<file path="config.mk">
export PLATFORM = sky130hd
export DESIGN_NAME = fraction_multiply_reduce
export DESIGN_NICKNAME = d
export VERILOG_FILES = /design/src/rtl/fmr_pkg.sv /design/src/rtl/fmr_datapath.sv /design/src/rtl/fmr_ctrl.sv /design/src/rtl/fraction_multiply_reduce.sv
export SDC_FILE = /design/constraint.sdc
export NUM_CORES = 2
export LEC_CHECK = 0
export BUFFER_PORTS_ARGS = -buffer_cell sky130_fd_sc_hd__buf_2
export CAP_MARGIN = 20
export CORE_MARGIN = 2
export CORE_UTILIZATION = 60
export DETAILED_ROUTE_END_ITERATION = 6
export PLACE_DENSITY = 0.88
export SYNTH_ARGS = -nofsm -noshare
export SYNTH_HDL_FRONTEND = slang
export SYNTH_SLANG_ARGS = --single-unit
</file>
<file path="constraint.sdc">
create_clock -name clk -period 10.8 [get_ports clk]
set_input_delay 3.24 -clock clk [delete_from_list [all_inputs] [get_ports clk]]
set_output_delay 3.24 -clock clk [all_outputs]
set_load 0.02 [all_outputs]
</file>
<file path="src/rtl/fmr_pkg.sv">
// fmr_pkg: widths, transaction types and controller/datapath interface structs
// for the fraction multiply and reduce block. No dependencies.
package fmr_pkg;

	localparam int OPERAND_WIDTH = 16;
	localparam int PROD_W        = 2 * OPERAND_WIDTH;
	localparam int RESULT_W      = 32;
	localparam int EXT_W         = (PROD_W > RESULT_W) ? PROD_W : RESULT_W;
	localparam int CNT_W         = $clog2(PROD_W);

	typedef struct packed {
		logic signed [OPERAND_WIDTH-1:0] first_numerator;
		logic signed [OPERAND_WIDTH-1:0] first_denominator;
		logic signed [OPERAND_WIDTH-1:0] second_numerator;
		logic signed [OPERAND_WIDTH-1:0] second_denominator;
	} operands_t;

	typedef struct packed {
		logic signed [RESULT_W-1:0] product_numerator;
		logic signed [RESULT_W-1:0] product_denominator;
		logic                       zero_denominator;
	} result_t;

	// controller -> datapath
	typedef struct packed {
		logic load_in;
		logic mul_num;
		logic mul_den;
		logic gcd_init;
		logic gcd_step;
		logic div_init;
		logic g_one;
		logic div_step;
		logic out_load;
	} cmd_t;

	// datapath -> controller
	typedef struct packed {
		logic den_zero;
		logic num_zero;
		logic gcd_done;
		logic div_last;
	} status_t;

endpackage

</file>
<file path="src/rtl/fmr_datapath.sv">
// fmr_datapath: operand registers, shared multiplier, binary gcd unit, two
// restoring dividers and the result register. Depends on fmr_pkg.
module fmr_datapath (
	input  logic               clk,
	input  fmr_pkg::operands_t operands,
	input  fmr_pkg::cmd_t      cmd,
	output fmr_pkg::status_t   status,
	output fmr_pkg::result_t   result
);
	import fmr_pkg::*;

	logic                     n1_neg_q, n2_neg_q, d1_neg_q, d2_neg_q;
	logic [OPERAND_WIDTH-1:0] n1_mag_q, n2_mag_q, d1_mag_q, d2_mag_q;
	logic [PROD_W-1:0]        num_q, den_q;
	logic [PROD_W-1:0]        a_q, b_q;
	logic [CNT_W-1:0]         k_q;
	logic [PROD_W-1:0]        g_q;
	logic [PROD_W-1:0]        qn_q, qd_q;
	logic [PROD_W:0]          rn_q, rd_q;
	logic [CNT_W-1:0]         cnt_q;
	result_t                  result_q;

	logic [OPERAND_WIDTH-1:0] mul_a, mul_b;
	logic [PROD_W-1:0]        mul_p;
	logic [PROD_W-1:0]        a_nx, b_nx;
	logic [CNT_W-1:0]         k_nx;
	logic [PROD_W-1:0]        qn_nx, qd_nx;
	logic [PROD_W:0]          rn_nx, rd_nx;
	logic [EXT_W-1:0]         num_ext, den_ext;
	logic [RESULT_W-1:0]      num_mag32, den_mag32;

	function automatic logic [OPERAND_WIDTH-1:0] mag_of(input logic [OPERAND_WIDTH-1:0] v);
		mag_of = v[OPERAND_WIDTH-1] ? (~v + 1'b1) : v;
	endfunction

	// one restoring step: shift the next dividend bit into the remainder
	function automatic logic [2*PROD_W:0] div_bit(input logic [PROD_W:0] rem,
	                                               input logic [PROD_W-1:0] q,
	                                               input logic [PROD_W-1:0] d);
		logic [PROD_W:0]   r;
		logic              hit;
		r   = {rem[PROD_W-1:0], q[PROD_W-1]};
		hit = (r >= {1'b0, d});
		if (hit) begin
			r = r - {1'b0, d};
		end
		div_bit = {r, q[PROD_W-2:0], hit};
	endfunction

	assign mul_a = cmd.mul_den ? d1_mag_q : n1_mag_q;
	assign mul_b = cmd.mul_den ? d2_mag_q : n2_mag_q;
	assign mul_p = PROD_W'(mul_a) * PROD_W'(mul_b);

	always_comb begin
		a_nx = a_q;
		b_nx = b_q;
		k_nx = k_q;
		if (!a_q[0] && !b_q[0]) begin
			a_nx = a_q >> 1;
			b_nx = b_q >> 1;
			k_nx = k_q + 1'b1;
		end else if (!a_q[0]) begin
			a_nx = a_q >> 1;
		end else if (!b_q[0]) begin
			b_nx = b_q >> 1;
		end else if (a_q > b_q) begin
			a_nx = (a_q - b_q) >> 1;
		end else begin
			b_nx = (b_q - a_q) >> 1;
		end
	end

	assign {rn_nx, qn_nx} = div_bit(rn_q, qn_q, g_q);
	assign {rd_nx, qd_nx} = div_bit(rd_q, qd_q, g_q);

	assign num_ext   = EXT_W'(qn_q);
	assign den_ext   = EXT_W'(qd_q);
	assign num_mag32 = num_ext[RESULT_W-1:0];
	assign den_mag32 = den_ext[RESULT_W-1:0];

	always_ff @(posedge clk) begin
		if (cmd.load_in) begin
			n1_neg_q <= operands.first_numerator[OPERAND_WIDTH-1];
			d1_neg_q <= operands.first_denominator[OPERAND_WIDTH-1];
			n2_neg_q <= operands.second_numerator[OPERAND_WIDTH-1];
			d2_neg_q <= operands.second_denominator[OPERAND_WIDTH-1];
			n1_mag_q <= mag_of(operands.first_numerator);
			d1_mag_q <= mag_of(operands.first_denominator);
			n2_mag_q <= mag_of(operands.second_numerator);
			d2_mag_q <= mag_of(operands.second_denominator);
		end
		if (cmd.mul_num) begin
			num_q <= mul_p;
		end
		if (cmd.mul_den) begin
			den_q <= mul_p;
		end
		if (cmd.gcd_init) begin
			a_q <= num_q;
			b_q <= den_q;
			k_q <= '0;
		end else if (cmd.gcd_step) begin
			a_q <= a_nx;
			b_q <= b_nx;
			k_q <= k_nx;
		end
		if (cmd.div_init) begin
			g_q   <= cmd.g_one ? PROD_W'(1) : (a_q << k_q);
			qn_q  <= num_q;
			qd_q  <= den_q;
			rn_q  <= '0;
			rd_q  <= '0;
			cnt_q <= '0;
		end else if (cmd.div_step) begin
			qn_q  <= qn_nx;
			qd_q  <= qd_nx;
			rn_q  <= rn_nx;
			rd_q  <= rd_nx;
			cnt_q <= cnt_q + 1'b1;
		end
		if (cmd.out_load) begin
			if (status.den_zero) begin
				result_q.product_numerator   <= '0;
				result_q.product_denominator <= '0;
				result_q.zero_denominator    <= 1'b1;
			end else begin
				result_q.product_numerator   <= (n1_neg_q ^ n2_neg_q) ? -num_mag32 : num_mag32;
				result_q.product_denominator <= (d1_neg_q ^ d2_neg_q) ? -den_mag32 : den_mag32;
				result_q.zero_denominator    <= 1'b0;
			end
		end
	end

	assign status.den_zero = (d1_mag_q == '0) || (d2_mag_q == '0);
	assign status.num_zero = (num_q == '0);
	assign status.gcd_done = (a_q == b_q);
	assign status.div_last = (cnt_q == CNT_W'(PROD_W - 1));
	assign result          = result_q;

endmodule

</file>
<file path="src/rtl/fmr_ctrl.sv">
// fmr_ctrl: sequencing state machine and result-valid flag.
// Depends on fmr_pkg; drives fmr_datapath through cmd_t / status_t.
module fmr_ctrl (
	input  logic             clk,
	input  logic             arst_n,
	input  logic             operands_valid,
	output logic             operands_ready,
	output logic             result_valid,
	input  logic             result_ready,
	input  fmr_pkg::status_t status,
	output fmr_pkg::cmd_t    cmd
);
	import fmr_pkg::*;

	localparam logic [2:0] ST_IDLE = 3'd0;
	localparam logic [2:0] ST_MULN = 3'd1;
	localparam logic [2:0] ST_MULD = 3'd2;
	localparam logic [2:0] ST_CHK  = 3'd3;
	localparam logic [2:0] ST_GCD  = 3'd4;
	localparam logic [2:0] ST_DIV  = 3'd5;
	localparam logic [2:0] ST_FIN  = 3'd6;

	logic [2:0] state_q, state_nx;
	logic       result_valid_q;
	logic       out_free;

	assign out_free       = !result_valid_q || result_ready;
	assign operands_ready = (state_q == ST_IDLE);
	assign result_valid   = result_valid_q;

	always_comb begin
		cmd      = '0;
		state_nx = state_q;
		case (state_q)
			ST_IDLE: begin
				if (operands_valid) begin
					cmd.load_in = 1'b1;
					state_nx    = ST_MULN;
				end
			end
			ST_MULN: begin
				if (status.den_zero) begin
					state_nx = ST_FIN;
				end else begin
					cmd.mul_num = 1'b1;
					state_nx    = ST_MULD;
				end
			end
			ST_MULD: begin
				cmd.mul_den = 1'b1;
				state_nx    = ST_CHK;
			end
			ST_CHK: begin
				// a zero numerator keeps the divisor at one
				if (status.num_zero) begin
					cmd.div_init = 1'b1;
					cmd.g_one    = 1'b1;
					state_nx     = ST_DIV;
				end else begin
					cmd.gcd_init = 1'b1;
					state_nx     = ST_GCD;
				end
			end
			ST_GCD: begin
				if (status.gcd_done) begin
					cmd.div_init = 1'b1;
					state_nx     = ST_DIV;
				end else begin
					cmd.gcd_step = 1'b1;
				end
			end
			ST_DIV: begin
				cmd.div_step = 1'b1;
				if (status.div_last) begin
					state_nx = ST_FIN;
				end
			end
			ST_FIN: begin
				if (out_free) begin
					cmd.out_load = 1'b1;
					state_nx     = ST_IDLE;
				end
			end
			default: begin
				state_nx = ST_IDLE;
			end
		endcase
	end

	always_ff @(posedge clk or negedge arst_n) begin
		if (!arst_n) begin
			state_q        <= ST_IDLE;
			result_valid_q <= 1'b0;
		end else begin
			state_q <= state_nx;
			if (cmd.out_load) begin
				result_valid_q <= 1'b1;
			end else if (result_ready) begin
				result_valid_q <= 1'b0;
			end
		end
	end

	a_no_overwrite: assert property (@(posedge clk) disable iff (!arst_n)
		cmd.out_load |-> (!result_valid_q || result_ready))
		else $error("result register overwritten while pending");

	a_gcd_holds: assert property (@(posedge clk) disable iff (!arst_n)
		(state_q == ST_GCD && !status.gcd_done) |=> (state_q == ST_GCD))
		else $error("gcd left before convergence");

	a_div_ends: assert property (@(posedge clk) disable iff (!arst_n)
		(state_q == ST_DIV && status.div_last) |=> (state_q == ST_FIN))
		else $error("divider did not hand over to finish");

	a_one_op: assert property (@(posedge clk) disable iff (!arst_n)
		$onehot0({cmd.mul_num, cmd.mul_den, cmd.gcd_step, cmd.div_step, cmd.out_load}))
		else $error("overlapping datapath commands");

	a_accept_seq: assert property (@(posedge clk) disable iff (!arst_n)
		(operands_valid && operands_ready) |=> (state_q == ST_MULN))
		else $error("accepted transaction not started");

endmodule

</file>
<file path="src/rtl/fraction_multiply_reduce.sv">
// fraction_multiply_reduce: top level, multiplies two fractions and reduces by gcd.
// Depends on fmr_pkg, fmr_ctrl and fmr_datapath.
//
//  channel   | handshake                      | payload
//  ----------+--------------------------------+---------------------------
//  operands  | operands_valid / operands_ready | operands (operands_t)
//  result    | result_valid / result_ready     | result (result_t)
//
// One transaction at a time: accept, multiply the numerators, then the denominators,
// a check state, the binary gcd (up to 2*PROD_W steps), PROD_W restoring divide
// steps, then load the result register once it is free.
// A zero input denominator skips to the result after the first multiply slot.
// The result register holds a finished result while the next transaction is taken.
// arst_n clears the controller only; datapath registers carry no reset.
module fraction_multiply_reduce (
	input  logic               clk,
	input  logic               arst_n,
	input  logic               operands_valid,
	output logic               operands_ready,
	input  fmr_pkg::operands_t operands,
	output logic               result_valid,
	input  logic               result_ready,
	output fmr_pkg::result_t   result
);
	import fmr_pkg::*;

	cmd_t    cmd;
	status_t status;

	fmr_ctrl u_ctrl (
		.clk            (clk),
		.arst_n         (arst_n),
		.operands_valid (operands_valid),
		.operands_ready (operands_ready),
		.result_valid   (result_valid),
		.result_ready   (result_ready),
		.status         (status),
		.cmd            (cmd)
	);

	fmr_datapath u_datapath (
		.clk      (clk),
		.operands (operands),
		.cmd      (cmd),
		.status   (status),
		.result   (result)
	);

endmodule

</file>
== After elaboration in Yosys (flattened, before gate mapping) ==
Cells that the tools add are included.
Operators by class
  eq/ne operators: 15
  bitwise logic cells: 6
  order comparisons: 3
  shift-type cells: 1
  $mul: 1
  $add $sub $neg: 12
  reduce and logical (&&, ||, !) cells: 19
  multiplexer cells: 52
Operator list (number)
  two-way mux 32 bit: 20
  subtractor 32 bit: 4
  >= comparator 33 x 32 -> 1 bit: 2
  adder 16 x 1 -> 16 bit, second input constant: 4
  negation 32 bit: 2
  inverter 16 bit: 4
  two-way mux 15 bit: 4
  == test 32 bit: 1
  > comparator 32 bit: 1
  zero test 16 bit: 2
  zero test 32 bit: 1
  multiplier 16 x 16 -> 32 bit: 1
  two-way mux 16 bit: 2
  << shifter 32 x 5 -> 32 bit: 1
  case mux 3 bit (7 select lines): 1
  two-way mux 1 bit: 18
  two-way mux 3 bit: 5
  != test 4 bit, second input constant: 3
  adder 5 x 1 -> 5 bit, second input constant: 2
  == test 3 bit, second input constant: 3
  == test 3 x 2 -> 1 bit, second input constant: 2
  != test 2 bit, second input constant: 3
  AND reduction 3 bit: 2
  nonzero test 2 bit: 3
  other kinds (13): 18
Word-level totals
  bits in registers: 435
  output and inout bits: 67
  bits of input ports: 68

== Longest topological paths before layout ==
  depth after elaboration: 7
  depth in mapped cells: 30

== By module ==
From an unflattened synthesis, not the netlist that was laid out.
Second synthesis, totals
  cell total of the unflattened synthesis: 3853
  area total of the unflattened synthesis: 36641.4 um^2
By module, submodules not included
  fmr_datapath: instances 1, area an instance 36302.3 um^2, cells an instance 3814, sequential area each 12201.7 um^2
  fmr_ctrl: instances 1, area an instance 339.1 um^2, cells an instance 39, sequential area each 100.1 um^2

== Least setup slack after synthesis ==
OpenSTA, ideal clock, no wires.
  kind: in2reg
  start: in result_ready
  end: reg u_datapath.result_q (netlist bit u_datapath.result[0]) (enable)
  cell stages on the path: 2
  path buffers: 0
  required time: 10219 ps
  setup slack: 2095 ps
  arrival: 8123 ps
  cells stage by stage: nand2b_1 nor3b_1
RTL lines
  start, declared: line fraction_multiply_reduce.sv:22  | input logic result_ready,
  end, declared: line fmr_datapath.sv:21  | result_t result_q;

== Final worst setup path ==
  start: reg u_ctrl.state_q[1]
  end: reg u_datapath.num_q[30] (data pin)
Between the ends
  cells in the longest elaborated chain, start to end: 4
  elaborated cells between the ends (all ways): 5
RTL lines
  start, declared: line fmr_ctrl.sv:23  | logic [2:0] state_q, state_nx;
  start signal, assigned: line fmr_ctrl.sv:95  | state_q <= state_nx;
  == test 3 x 2 -> 1 bit (*): line fmr_ctrl.sv:34  | case (state_q)
  two-way mux 1 bit (*): line fmr_ctrl.sv:34
  two-way mux 16 bit, on equally long branches: line fmr_datapath.sv:50, fmr_datapath.sv:51
  multiplier 16 x 16 -> 32 bit (*): line fmr_datapath.sv:52  | assign mul_p = PROD_W'(mul_a) * PROD_W'(mul_b);
  net u_datapath.mul_p[30]: line fmr_datapath.sv:24  | logic [PROD_W-1:0] mul_p;
  end signal, assigned: line fmr_datapath.sv:93  | num_q <= mul_p;
  end, declared: line fmr_datapath.sv:14  | logic [PROD_W-1:0] num_q, den_q;
The timed path passes the listed nets; every way through them passes the cells marked *.
A chain may end at the register's enable or synchronous reset.

==> metrics.cfg <==
[outcome]
status = finished, final reports clean

[routing]
drc_errors = 0
vias = 30300
drt_iter0_drc = 3672
final_antenna_net_count = 0
via_per_inst = 6.31
wl_um = 103000
firstDrtPassIters = 6
avgRoutedWirePerCell_um = 21.5

[timing]
grt_setup_unrepaired = no
worst_pin_slew_ns = 1.12
relSlewSlack_pct = 25.2
final-setup-viol-count = 0
finalCriticalPeriod_ns = 8.26
finClkSkew_ns = 0.0429
fin_setup_tns_ns = 0
hold_viol_final = 0
fin_crit_sh_pct = 76.5
drv_slew = 0
max_freq_ghz = 0.121

[finish]
area_delta_synth_final_pct = 7.67
final_common_cell = nand2_1
multi_input_area_um2 = 21900
stdcell_area_um2 = 39100
num_antenna_cells = 0
regArea_um2 = 12300
stdcell_count = 4808
drive_gt1_share_pct = 8.94
fillers = 4654
final_cell_mix = 548 x nand2_1, 436 x nor2_1, 377 x inv_1, 357 x edfxtp_1, 241 x ha_1
fin_util_pct = 65.0
nNetsFinal = 4496

[placement]
place_area_um2 = 37600
dpl.hpwl_um = 78600
io_buffer_count = 134
gp_congestion = 1.05
dp_cells = 4721

[synth]
synth_area_leaders = edfxtp_1 30%, fa_1 11%, ha_1 8.3%
synth-edff-count = 357
synth.distinct_cells = 84
synthesis.area_um2 = 36300
synth_flop_cell = edfxtp_1
netlist_instances = 3945
avgSynthCellArea_um2 = 9.20
ys_seq_area_share_pct = 33.9
synth_nets = 4452
synth_warnings = 0
synth_async_sr_flop_share_pct = 0.920
ys_seq_elements = 435
synth_top_area_share_pct = 29.5
yosys.area.top_type = edfxtp_1

[clocking]
cts_max_path_buffers = 3
postCtsHoldBufs = 0
htreeDepth = 2
clkLatencyLatePin_ns = 0.62
numCtsBuffers = 48
clkSlewWorstSetupHoldPaths_ns = 0.06
root_buffer = clkbuf_16
numClockSinks = 435
postCtsSetupBuffers = 0
cts_resized = 0
tritoncts = yes

[critical_path]
critPathMaxFanout = 60
crit_path_frequent_cell = fa_1
r2r_slack_ns = 2.54
cp.required_ns = 11.14
crit_arrival_ns = 8.60
critPathLaunchType = flop
slowest_stage = mux2i_1
endpoint_kind = flop
critical_path.max_stage_delay_ns = 0.88
worstSetupPathType = flop to flop

[floorplan]
initial_utilization_pct = 60.4
die_width_um = 250
dieArea_um2 = 62500
fp-row-count = 90
design.core.area_um2 = 60100
io_pins = 135
fp.dieH_um = 250

[grt]
grt_util_all_layers_pct = 32.9
antenna_found_initial = 1
grt_pass1_vias = 29600
grt_pass1_wl_um = 162000
overflow = 0
grt_max_degree = 70

[flow_run]
max_cap_violations = 0

[min_path]
worst_hold_path_type = flop to flop

-- cell usage after synthesis, types with 13 or more instances --
library cell and instances:
a21o_1 62, a21oi_1 228, o21ai_1 30, ha_1 241
or2_2 13, o31ai_1 26, a31oi_1 29, mux4_2 26
nor2_1 439, nand3_1 44, nor4_1 30, nor3_1 60
mux2_2 36, o21a_1 28, o21bai_1 24, xor2_1 85
dfxtp_1 74, nand2_1 549, and3_1 16, buf_1 15
a221oi_1 24, o21ai_0 196, edfxtp_1 357, mux2i_1 71
nand4_1 30, buf_2 26, clkbuf_1 123, and2_1 24
nor2b_1 36, xnor2_1 161, a221oi_2 19, nand2b_1 32
fa_1 198, a211oi_1 23, or3_1 40, inv_1 378
-- metal layers --
layer	part of all wire [%]	global-route usage, %
met5	0	0
met4	5.0	14.9
met3	11	7.05
met2	46	52.9
met1	38	42.8
-- final cells by class --
class	count	area share [%]
Inverter	378	3.63
Multi-Input combinational cell	2958	56.1
Clock buffer	58	3.19
Clock inverter	29	0.695
Timing Repair Buffer	168	2.37
Sequential cell	435	31.5
Tap cell	782	2.50
-- final timing paths --
path | startpoint | to | depth (start not counted)
max in group asynchronous | arst_n | u_ctrl.state_q[0] | 1
min reg2reg | u_datapath.cnt_q[4] | u_datapath.cnt_q[4] | 2
max reg2reg | u_ctrl.state_q[1] | u_datapath.num_q[30] | 25
min | u_datapath.cnt_q[4] | u_datapath.cnt_q[4] | 2
max | u_ctrl.state_q[1] | u_datapath.num_q[30] | 25
min in group asynchronous | arst_n | u_ctrl.result_valid | 1
-- cells by family (layout without fill, tap and decap cells) --
family | Yosys count | after routing | synth area share (%)
and+or+nand+nor | 1350 | 1350 | 16.3
AOI/OAI and AO/OA | 790 | 790 | 14.0
buffers and inverters | 552 | 633 | 5.97
adders and majority gates | 439 | 439 | 19.2
DFF | 435 | 435 | 33.9
xor gates and xnor gates | 246 | 246 | 5.93
muxes | 133 | 133 | 4.69
-- worst max-delay path: cells and delay by family, from the launching register on --
| family | cells | cell delay [ns] |
|---|---|---|
| and+or+nand+nor | 4 | 0.62 |
| DFF | 1 | 0.56 |
| adders and majority gates | 7 | 3.25 |
| muxes | 1 | 0.88 |
| buffers and inverters | 5 | 0.87 |
| xor gates and xnor gates | 1 | 0.11 |
| AOI/OAI and AO/OA | 7 | 1.64 |
-- stage by stage --
| step | setup slack (ns) | hold slack (ns) |
|---|---|---|
| 2_1_floorplan | 2.10 | 0.440 |
| 3_3_place_gp | 2.80 | 0.453 |
| 3_5_place_dp | 2.66 | 0.459 |
| 4_1_cts | 2.63 | 0.469 |
| 5_1_grt | 2.09 | 0.490 |
| 6_report | 2.54 | 0.464 |
-- sequential cells by signal, indices dropped and copies added (netlist names) --
register,count
u_datapath.d1_mag_q,16
u_ctrl.result_valid,1
u_datapath.n2_neg_q,1
u_datapath.n1_mag_q,16
u_datapath.den_ext,32
u_datapath.num_ext,32
u_datapath.n1_neg_q,1
u_datapath.num_q,32
u_datapath.rd_q,32
u_datapath.cnt_q,5
u_datapath.k_q,5
u_datapath.a_q,32
u_datapath.result,65
u_datapath.g_q,32
u_datapath.den_q,32
u_datapath.d2_neg_q,1
u_datapath.d1_neg_q,1
u_datapath.n2_mag_q,16
u_ctrl.state_q,3
u_datapath.b_q,32
u_datapath.d2_mag_q,16
u_datapath.rn_q,32
Power is left out: the tool's default activity adds up to more than one toggle a clock period on the data nets, which glitch-free logic cannot reach.
